`config.mk`:
```
export PLATFORM = sky130hd
export DESIGN_NAME = crru_stage
export DESIGN_NICKNAME = d
export VERILOG_FILES = /design/src/crru_pkg.sv /design/src/crru_stage.sv
export SDC_FILE = /design/constraint.sdc
export NUM_CORES = 1
export LEC_CHECK = 0
export ABC_AREA = 1
export BUFFER_PORTS_ARGS = -buffer_cell sky130_fd_sc_hd__buf_2
export CORE_AREA = 2 2 423 425
export CTS_BUF_LIST = sky130_fd_sc_hd__clkbuf_2
export DETAILED_ROUTE_END_ITERATION = 8
export DIE_AREA = 0 0 425 427
export GPL_TIMING_DRIVEN = 0
export HOLD_SLACK_MARGIN = 0.03
export PLACE_DENSITY = 0.3
export SYNTH_ARGS = -nofsm -noshare
export SYNTH_HDL_FRONTEND = slang
export SYNTH_SLANG_ARGS = --single-unit
```
`constraint.sdc`:
```
create_clock -name clk_i -period 6.1 [get_ports clk_i]
set_input_delay 0.305 -clock clk_i [delete_from_list [all_inputs] [get_ports clk_i]]
set_output_delay 0.305 -clock clk_i [all_outputs]
set_load 0.1 [all_outputs]
```
`src/crru_pkg.sv`:
```
// Shared types, constants and the binomial coefficient table for the
// combination rank/unrank unit. No dependencies.
package crru_pkg;

  localparam int GroupMax = 32;
  localparam int PosW     = $clog2(GroupMax);
  localparam int CntW     = $clog2(GroupMax) + 1;
  localparam int CoefW    = 29;
  localparam int DataW    = 32;
  localparam int CfgW     = 30;
  localparam int CfgIdxW  = 2;

  typedef enum logic [CfgIdxW-1:0] {
    CfgGroupSize     = 2'd0,
    CfgSelectedCount = 2'd1,
    CfgRankLimit     = 2'd2
  } cfg_reg_e;

  typedef enum logic {
    OpRank   = 1'b0,
    OpUnrank = 1'b1
  } op_e;

  typedef logic [GroupMax-1:0][CoefW-1:0] coef_row_t;
  typedef coef_row_t [GroupMax-1:0]       coef_tab_t;

  // One item in flight. bits is indexed by the reversed position
  // q = n-1-pos, so pipeline stage q always uses coefficient row C(q, *).
  typedef struct packed {
    op_e                 op;
    logic                bad;
    logic [CntW-1:0]     rem;
    logic [DataW-1:0]    val;
    logic [GroupMax-1:0] bits;
  } crru_item_t;

  function automatic coef_tab_t build_coef();
    coef_tab_t      t;
    logic [CoefW:0] s;
    t = '0;
    for (int a = 0; a < GroupMax; a++) begin
      for (int b = 0; b < GroupMax; b++) begin
        if (b == 0) begin
          t[a][b] = CoefW'(1);
        end else if (a == 0) begin
          t[a][b] = '0;
        end else begin
          s = {1'b0, t[a-1][b-1]} + {1'b0, t[a-1][b]};
          t[a][b] = s[CoefW-1:0];
        end
      end
    end
    return t;
  endfunction

  localparam coef_tab_t Coef = build_coef();

  function automatic logic [GroupMax-1:0] bit_rev(input logic [GroupMax-1:0] x);
    logic [GroupMax-1:0] r;
    for (int i = 0; i < GroupMax; i++) begin
      r[i] = x[GroupMax-1-i];
    end
    return r;
  endfunction

endpackage

```
`src/crru_stage.sv`:
```
// One position step of the rank/unrank walk, with its pipeline register.
// Depends on crru_pkg.
module crru_stage import crru_pkg::*; (
  input  logic            clk_i,
  input  logic            rst_ni,
  input  logic [PosW-1:0] pos_i,       // reversed position q handled here
  input  logic [CntW-1:0] group_n_i,   // effective n
  input  coef_row_t       coef_row_i,  // C(q, j) for j = 0..GroupMax-1
  input  logic            valid_i,
  input  crru_item_t      item_i,
  output logic            ready_o,
  output logic            valid_o,
  output crru_item_t      item_o,
  input  logic            ready_i
);

  logic             valid_q;
  crru_item_t       item_q, item_d;
  logic             active;
  logic [PosW-1:0]  coef_idx;
  logic [DataW-1:0] coef_ext;
  logic             take;

  assign active   = ({1'b0, pos_i} < group_n_i) && (item_i.rem != '0);
  assign coef_idx = PosW'(item_i.rem - CntW'(1));
  assign coef_ext = {{(DataW-CoefW){1'b0}}, coef_row_i[coef_idx]};
  // rank takes the bit from the mask, unrank places it when the rank fits
  assign take     = (item_i.op == OpUnrank) ? (item_i.val < coef_ext) : item_i.bits[pos_i];

  always_comb begin
    item_d = item_i;
    if (active) begin
      if (take) begin
        item_d.rem          = item_i.rem - CntW'(1);
        item_d.bits[pos_i]  = 1'b1;
      end else if (item_i.op == OpUnrank) begin
        item_d.val = item_i.val - coef_ext;
      end else begin
        item_d.val = item_i.val + coef_ext;
      end
    end
  end

  assign ready_o = !valid_q || ready_i;

  always_ff @(posedge clk_i or negedge rst_ni) begin
    if (!rst_ni) begin
      valid_q <= 1'b0;
    end else if (ready_o) begin
      valid_q <= valid_i;
    end
  end

  always_ff @(posedge clk_i) begin
    if (ready_o && valid_i) begin
      item_q <= item_d;
    end
  end

  assign valid_o = valid_q;
  assign item_o  = item_q;

endmodule

```
==> run_results.csv <==
group,metric,value,unit
status,status,"finished clean",
timing,fin_crit,5.80,ns
worst_setup_path,start_kind,"input port",
logic_synthesis,synth_seq_cells,73,
floorplan,core_area,177000,sq um
logic_synthesis,synth_area,17200,sq um
grt,globalRouteTotalUtil,20.0,%
detailed_routing,dr.pass1.iters,6,
worst_setup_path,cp_data_arrival_time,6.39,ns
detailed_routing,drt_wl_total,190000,um
power,power,4.79,mW
power,p_leak,12.9,nW
detailed_routing,drc,0,
grt,grt_max_degree,26,
logic_synthesis,async_flop_share,1.37,%
cells_and_area,fin_util,15.2,%
detailed_routing,viasPerCell,4.10,
logic_synthesis,synth.distinct_cells,47,
timing,finalSetupTns,0,ns
timing,setup_viol,0,
timing,fin_skew,0.0391,ns
worst_setup_path,timing.rr.start,"valid_o",
power,ir_drop,0.0000679,V
cts,cts_buffers,9,
worst_hold_path,whs_path_depth,2,
cells_and_area,design_area,27000,sq um
power,power_density,177,nW/um^2
logic_synthesis,yosysWarnings,0,
grt,grt_pass1_wl,247000,um
cells_and_area,drive_above_1_share,30.3,%
timing,post-route-period-util,95.2,%
logic_synthesis,yosysSeqAreaShare,12.7,%
timing,slew_violations,0,
logic_synthesis,ys.flop_type,"edfxtp_1",
worst_hold_path,hold_end,"item_o[70]",
cts,htree_levels,3,
logic_synthesis,synth_fp_nets,4312,
worst_setup_path,worstPathRequired,6.68,ns
worst_hold_path,worstHoldPathType,"input port to flop",
placed_design,placed_area,25700,sq um
floorplan,die_w,425,um
timing,grt_setup_unrepaired,"false",
cts,cts_buffer_depth,2,
floorplan,num_rows,155,
worst_hold_path,min-delay-start,"item_i[70]",
worst_setup_path,crit_slowest_cell,"o211ai_1",
detailed_routing,ant_nets,0,
floorplan,start_util,9.73,%
detailed_routing,drtIter0Drc,2184,
placed_design,gp_congestion,0.978,
cts,clkTransAtPathRegs,0.25,ns
grt,grt_overflow,0,
cts,clock_latency,0.75,ns
worst_setup_path,r2r_cells,3,
worst_setup_path,critPathMaxFanout,11,
worst_setup_path,ff2ff_setup_slack,4.69,ns
timing,maxSlewHeadroom,12.0,%
logic_synthesis,synth.avg_cell_area,5.36,sq um
placed_design,dp_hpwl,170000,um
flow_run,max_cap_violations,0,
timing,max_freq,172,MHz
grt,antenna_found_initial,80,
cts,cts_tree,"done",
cells_and_area,area_growth,56.6,%
cells_and_area,nets,5495,
timing,worstMarginPinSlew,1.32,ns
worst_setup_path,max_stage_delay,0.39,ns
worst_setup_path,r2r-end,"item_o[42]",
detailed_routing,vias,27900,
logic_synthesis,synth-edff-count,72,
placed_design,portBuffers,1085,
detailed_routing,wl_per_cell,28.0,um
logic_synthesis,synth_cells,3219,
timing,hold_viol,0,
cts,cts-root-buf,"clkbuf_2",
worst_setup_path,critPathKind,"input port to flop",
worst_setup_path,end_kind,"flop",
floorplan,die-area,181000,sq um
floorplan,die_y,427,um
floorplan,num_io_pins,1089,
worst_setup_path,cpMostUsedCell,"nand2_1",
cts,cts_sinks,73,
grt,grt_pass1_vias,28000,
==> metrics by stage <==
step / hold WS, ns / worst slack, ns / instances
floorplan: 0.00941 / 1.16 / 3219
global placement: 0.0808 / -3.34 / 6659
detailed placement: 0.0830 / -3.29 / 6663
CTS: 0.119 / 0.0117 / 6762
global route: 0.189 / 0.0505 / 6780
finish: 0.265 / 0.296 / 6803
==> registers in the layout (all words and copies together), names as in the netlist <==
signal,flops
item_o,72
valid_o,1
==> metal layers <==
| metal | wire (um) | vias up | track usage, % |
|---|---|---|---|
| li1 | - | 13100 | - |
| met1 | 83000 | 13400 | 25.8 |
| met2 | 91300 | 1221 | 34.7 |
| met3 | 11200 | 174 | 3.23 |
| met4 | 4500 | 24 | 4.25 |
| met5 | 146 | - | 0 |
==> critical path: cells and delay by family <==
family,cells,cell delay [ns]
AOI/OAI and AO/OA,4,1.06
adders and majority gates,2,0.51
buffers and inverters,12,2.46
and+or+nand+nor,13,1.91
==> synth_stat cells (5+ instances only) <==
master | count | area, sq um
buf_2 | 44 | 220
and2_1 | 7 | 43.8
buf_1 | 14 | 52.6
inv_1 | 233 | 875
nor2_1 | 521 | 1960
o22ai_1 | 203 | 1270
o21bai_2 | 6 | 67.6
o21bai_4 | 10 | 188
nand2_2 | 7 | 43.8
ha_1 | 76 | 951
o21ai_2 | 20 | 175
edfxtp_1 | 72 | 2160
nor2_2 | 14 | 87.6
o21bai_1 | 6 | 45.0
a21oi_1 | 88 | 440
buf_6 | 11 | 124
inv_2 | 58 | 218
o21ai_0 | 445 | 2230
nand4_1 | 9 | 56.3
a32o_1 | 30 | 300
buf_4 | 5 | 37.5
xor2_1 | 10 | 87.6
nor3_1 | 21 | 105
clkbuf_1 | 152 | 571
nand2_1 | 891 | 3340
nand3b_1 | 10 | 75.1
o21ai_1 | 52 | 260
nand3_1 | 145 | 726
o211ai_1 | 32 | 240
==> layout by cell type (no fill, tap or decap), types with 12 or more instances in the layout <==
master,count
a32o_1,30
dlygate4sd3_1,83
clkbuf_2,26
o21ai_2,26
ha_1,75
buf_1,12
o211ai_1,32
buf_2,1124
a21oi_1,86
nand3_1,145
inv_2,55
inv_1,233
o22ai_1,194
clkbuf_1,130
buf_6,15
diode_2,41
o21ai_0,444
nor2_1,520
nand2_1,891
nor2_2,15
edfxtp_1,72
nor3_1,20
o21ai_1,47
==> worst max path at each step <==
stage	start	to	slack, ns	cells past startpoint
after floorplan	valid_o	item_o[0]	1.16	1
after global placement	item_i[64]	item_o[43]	-3.34	34
after detailed placement	item_i[64]	item_o[43]	-3.29	34
after CTS	item_i[64]	item_o[50]	0.01	31
after global routing	item_i[64]	item_o[50]	0.05	31
final	item_i[64]	item_o[50]	0.30	31
==> power breakdown <==
group / leakage (nW) / total (mW) / internal, mW / switching (mW)
Sequential: 0.695 / 0.634 / 0.619 / 0.0145
Combinational: 12.1 / 3.82 / 1.08 / 2.74
Clock: 0.0768 / 0.340 / 0.103 / 0.236
Total: 12.9 / 4.79 / 1.80 / 2.99
==> cells by family (layout without fill, tap and decap cells) <==
family	count (synthesis)	after routing	share of synthesized area, %
simple gates	1637	1637	38.0
other cells	0	41	0
flops	73	73	12.7
fa+ha+maj	78	78	5.75
compound gates	900	900	30.6
xor+xnor	13	13	0.747
buf+inv	518	1706	12.2
==> area by class of cell <==
cell class / count / area (sq um)
Tap cell: 2355 / 2950
Antenna cell: 41 / 103
Clock inverter: 7 / 86.3
Fill cell: 21300 / 150000
Multi-Input combinational cell: 2628 / 13100
Inverter: 292 / 1110
Sequential cell: 73 / 2190
Clock buffer: 9 / 45.0
Timing Repair Buffer: 1172 / 6340
Buffer: 226 / 1090
==> repair_timing <==
| action | CTS | global route |
|---|---|---|
| gates resized for setup | 53 | 17 |
| cloned | 0 | 0 |
| setup endpoints to repair | 70 | 49 |
| pin swaps | 0 | 1 |
| hold buffers | 83 | 0 |
| endpoints found under the hold margin | 86 | 0 |
| setup buffers | 0 | 0 |
Power figures use the tool's default switching activity.
